File: src/sv/scba_ram.sv
// Generic single-write, single-read RAM with registered read data.
module scba_ram #(
    parameter int WIDTH = 8,
    parameter int DEPTH = 16
) (
    input  logic                                   clk,
    input  logic                                   we,
    input  logic [(DEPTH > 1 ? $clog2(DEPTH) : 1)-1:0] waddr,
    input  logic [WIDTH-1:0]                       wdata,
    input  logic [(DEPTH > 1 ? $clog2(DEPTH) : 1)-1:0] raddr,
    output logic [WIDTH-1:0]                       rdata
);
    logic [WIDTH-1:0] mem [DEPTH];
    logic [WIDTH-1:0] rdata_reg;

    // Write port
    always_ff @(posedge clk)
    begin
        if (we)
        begin
            mem[waddr] <= wdata;
        end
    end

    // Registered read port
    always_ff @(posedge clk)
    begin
        rdata_reg <= mem[raddr];
    end

    assign rdata = rdata_reg;
endmodule

File: config.mk
export PLATFORM = sky130hd
export DESIGN_NAME = scba_ram
export DESIGN_NICKNAME = d
export VERILOG_FILES = /design/src/sv/scba_ram.sv
export SDC_FILE = /design/constraint.sdc
export NUM_CORES = 1
export LEC_CHECK = 0
export BUFFER_PORTS_ARGS = -buffer_cell sky130_fd_sc_hd__buf_2
export CAP_MARGIN = 20
export CORE_UTILIZATION = 55
export DETAILED_ROUTE_END_ITERATION = 7
export PLACE_DENSITY_LB_ADDON = 0.1
export SYNTH_ARGS = -nofsm -noshare
export SYNTH_HDL_FRONTEND = slang
export SYNTH_SLANG_ARGS = --single-unit
File: constraint.sdc
create_clock -name clk -period 2.7 [get_ports clk]
set_input_delay 0.54 -clock clk [delete_from_list [all_inputs] [get_ports clk]]
set_output_delay 0.54 -clock clk [all_outputs]
set_load 0.02 [all_outputs]
After elaboration in Yosys (flattened, before gate mapping):

Memory sizes are Yosys's and may differ from the RTL's. A register that Yosys moved wholly into a read port is not among the register bits.
Cells that the tools add are included.

* bits in registers: 0
* latch bits: 0
* RAM bits: 128
* memory bits (read-only): 0
* input port bits: 18
* memories kept: 1

* $add $sub $neg: 0
* multiply operators: 0
* div/mod/pow operators: 0
* magnitude comparators: 0
* equality and inequality tests: 0
* shift operators: 0
* multiplexer cells: 2
* bitwise operators: 0
* reduce and logical (&&, ||, !) cells: 0

Memories
* mem: words 16, bits a word 8, read ports 1, clocked after Yosys merged registers in 1, wr ports 1, line 13 `logic [WIDTH-1:0] mem [DEPTH];`

Operator list (number)
* $mux 1: 2

Depth between registers and ports, before layout:

* depth in word-level cells: 2
* mapped depth: 5
* mapped depth without buffers: 3

Least setup slack after synthesis:

No wires, ideal clock.

* path type: input -> register
* start: input waddr[2] (netlist bit)
* end: memory mem[0][0], enable pin
* library setup time: 0.383 ns
* arrival time: 1.650 ns
* data required time: 2.317 ns
* slack: 0.667 ns
* stages on the path: 2
* path buffers: 0
* cells stage by stage: or3b_2 -> nor3_1

RTL lines
* start: declaration: line 8 `input logic [(DEPTH > 1 ? $clog2(DEPTH) : 1)-1:0] waddr,`
* end: declaration: line 13

No word-level cell before the write port.

Worst setup path in the final report:

* start: register rdata_reg[6] (netlist: rdata[6]), read port of mem
* end: output rdata[6]

RTL lines
* start: declaration: line 14 `logic [WIDTH-1:0] rdata_reg;`
* end: declaration: line 11 `output logic [WIDTH-1:0] rdata`

No word-level cell between the ends.

==> summary.md <==
| Metric | Value |
|---|---|
| Worst path cell trace | `buf_2` |
| Cts-stage hold buffer count | `0` |
| Hold_sp | `wdata[4]` |
| Final setup skew | `0.008582 ns` |
| Sequential element share of the synthesized area | `77.78%` |
| Row count | `34` |
| Non-Filler Instances | `404` |
| Core area | `0.008891 mm^2` |
| Worst Path Required | `2.16 ns` |
| Cells after DPL | `372` |
| Setup TNS | `0 ns` |
| Vias | `2410` |
| Worst reg2reg endpoint | `rdata[1]` |
| Hold WS | `0.4170 ns` |
| Clk_lat worst skew | `around 0.5 ns` |
| Syn avg cell area | `22.48 um^2` |
| Final slew viol count | `0` |
| Ant. Diodes | `0` |
| Routed Antenna Nets | `0` |
| Initial Util | `57.89%` |
| Hold Path End | `mem[6][4]` |
| Power share of the clock group | `47.0%` |
| Synthesized cell area | `0.005147 mm^2` |
| DRC Markers | `0` |
| Most frequent cells in the layout | `128 x edfxtp_1, 25 x buf_2, 18 x mux4_2` |
| Psw | `1.032 mW` |
| Slew @ Worst Pin | `0.7731 ns` |
| Status | `completed` |
| F_max | `620.5 MHz` |
| Combinational Power Share | `4.7%` |
| Pre-Repair DR Iteration Count | `4` |
| Int Power | `between 3 and 4 mW` |
| Number of synthesized register bits | `136` |
| WP buf/inv | `1` |
| Clk sinks | `about 140` |
| Net Sw Frac | `20.99%` |
| Number of global-route vias before repair | `between 2000 and 2500` |
| CTS tree | `yes` |
| GRT Total Usage | `a little over a fifth` |
| Die width | `98.74 um` |
| Tmin final | `around 1.6 ns` |
| Initial antenna violation count | `0` |
| Die Area | `between 0.009 and 0.01 mm^2` |
| Reg2Reg Setup Slack | `around 1.3 ns` |
| Most common cell after layout, fill and taps aside | `edfxtp_1` |
| Hold crit path type | `primary input to register` |
| # resized after CTS | `0` |
| Max clock buf depth | `2` |
| Static Leak | `2.108 nW` |
| Largest vdd supply drop | `between 0.4 and 0.5 mV` |
| Yosys synthesis warning count | `0` |
| First-pass GRT wire length | `14.63 mm` |
| TritonCTS buffer count | `17` |
| Slew margin rel. | `between 40% and 50%` |
| Share of cells above drive strength 1 | `32.09%` |
| Sequential group share of total power | `48.3%` |
| Chip height | `between 90 and 100 um` |
| Routability Congestion | `0.7427` |
| Max-Cap Viols | `0` |
| Routed wire per std cell | `23.72 um` |
| Ports | `26` |
| CTS H-tree depth | `4` |
| Slowest cell on the critical path | `dfxtp_1` |
| Final Setup Violations | `0` |
| Final Util | `68.80%` |
| Hold path depth | `1` |
| Fin. Hold Viols | `0` |
| Post CTS Setup Buffer Count | `0` |
| PortBufs | `25` |
| Drt initial violations | `156` |
| Largest register FFs | `128` |
| HPWL reported at the end of detailed placement | `5.950 mm` |
| Gate Count Post-Synth | `229` |
| Post-route cell area | `0.006117 mm^2` |
| Final WL | `9.583 mm` |
| Final worst path period share | `59.69%` |
| Crit path DAT | `1.07 ns` |
| Pwr dens | `between 800 and 900 mW/mm^2` |
| Syn nets | `247` |
| DP Area | `between 0.005 and 0.006 mm^2` |
| RSZ-0062 raised after global routing | `false` |
| WS Path Type | `register to output port` |
| Worst path max stage delay | `0.38 ns` |
| Largest net degree at the start of global routing | `21` |
| Top Family by Delay on Critical Path | `flip-flops` |
| Crit Path Max Fanout | `1` |
| Final Net Count | `around 300` |
| Clk pin slew, worst setup/hold paths | `0.06 ns` |
| R2r worst-path depth | `3` |
| Critical path endpoint category | `output port` |
| Vias per cell | `5.965` |
| Startpoint Class | `register` |
| Reg2reg start | `mem[9][1]` |
| Layout area overhead | `18.84%` |
| Root Driver | `clkbuf_8` |
| Remaining global-route overflow | `0` |
| Distinct cells, synth | `19` |
[cells by family (layout without fill, tap and decap cells)]
| kind of cell | Yosys count | in the layout | share of synthesized area (%) |
|---|---|---|---|
| buffers and inverters | 10 | 77 | 1.677 |
| AOI/OAI and AO/OA | 16 | 16 | 2.334 |
| DFF | 136 | 136 | 77.78 |
| muxes | 32 | 32 | 15.02 |
| and+or+nand+nor | 35 | 35 | 3.184 |
[synthesized netlist by cell type]
| cell type | number | area (um^2) |
|---|---|---|
| a22oi_1 | 16 | 120.1 |
| and2b_1 | 1 | 7.510 |
| and2_1 | 1 | 6.260 |
| dfxtp_1 | 8 | 160.2 |
| buf_2 | 3 | 15.01 |
| buf_6 | 3 | 33.78 |
| nor3_1 | 4 | 20.02 |
| nand3_1 | 1 | 5.000 |
| nand3b_1 | 2 | 15.01 |
| or3b_2 | 1 | 8.760 |
| edfxtp_1 | 128 | 3844 |
| nor2_1 | 13 | 48.80 |
| buf_4 | 1 | 7.510 |
| mux4_2 | 18 | 405.4 |
| nand2b_1 | 2 | 12.51 |
| nor2b_1 | 1 | 6.260 |
| clkdlybuf4s25_2 | 3 | 30.03 |
| mux4_1 | 14 | 367.9 |
| nand2_1 | 9 | 33.78 |
[routing by layer]
layer / global-route usage, % / share of wire (%) / vias up
met5: 0 / 0 / -
li1: - / - / 1080
met4: 7.233 / 0.93 / 0
met3: 5.106 / 6.9 / 9
met2: 34.80 / 51 / 83
met1: 30.71 / 41 / 1238
[cell type report]
cell class / instances / area [um^2]
Clock buffer: 17 / 414.1
Clock inverter: 15 / 193.9
Fill cell: 537 / 2774
Multi-Input combinational cell: 83 / 1057
Sequential cell: 136 / 4004
Tap cell: 108 / 135.1
Timing Repair Buffer: 45 / 312.8
[power by group through the flow]
stage                     Clock, mW  Combinational [mW]  Sequential, mW
after global routing           2.44               0.252            2.38
after detailed placement          0               0.235            2.42
final                          2.31               0.232            2.37
after floorplan                   0               0.120            2.43
after global placement            0               0.229            2.42
after CTS                      2.34               0.237            2.37
[worst max path at each step]
stage	start	endpoint	slack [ns]	cells past startpoint
finish	rdata[6]	rdata[6]	1.09	1
floorplan	waddr[2]	mem[0][0]	0.67	2
detailed placement	raddr[0]	rdata[5]	0.57	5
global route	raddr[0]	rdata[5]	1.05	5
CTS	rdata[6]	rdata[6]	1.06	1
global placement	raddr[0]	rdata[6]	0.59	5
[stage by stage]
step | power [mW] | worst slack, ns
floorplan | 2.552 | 0.6671
global placement | 2.647 | 0.5894
detailed placement | 2.654 | 0.5663
CTS | 4.952 | 1.065
global route | 5.065 | 1.050
finish | 4.919 | 1.088
Note: power is estimated with default switching activity, not from simulation.
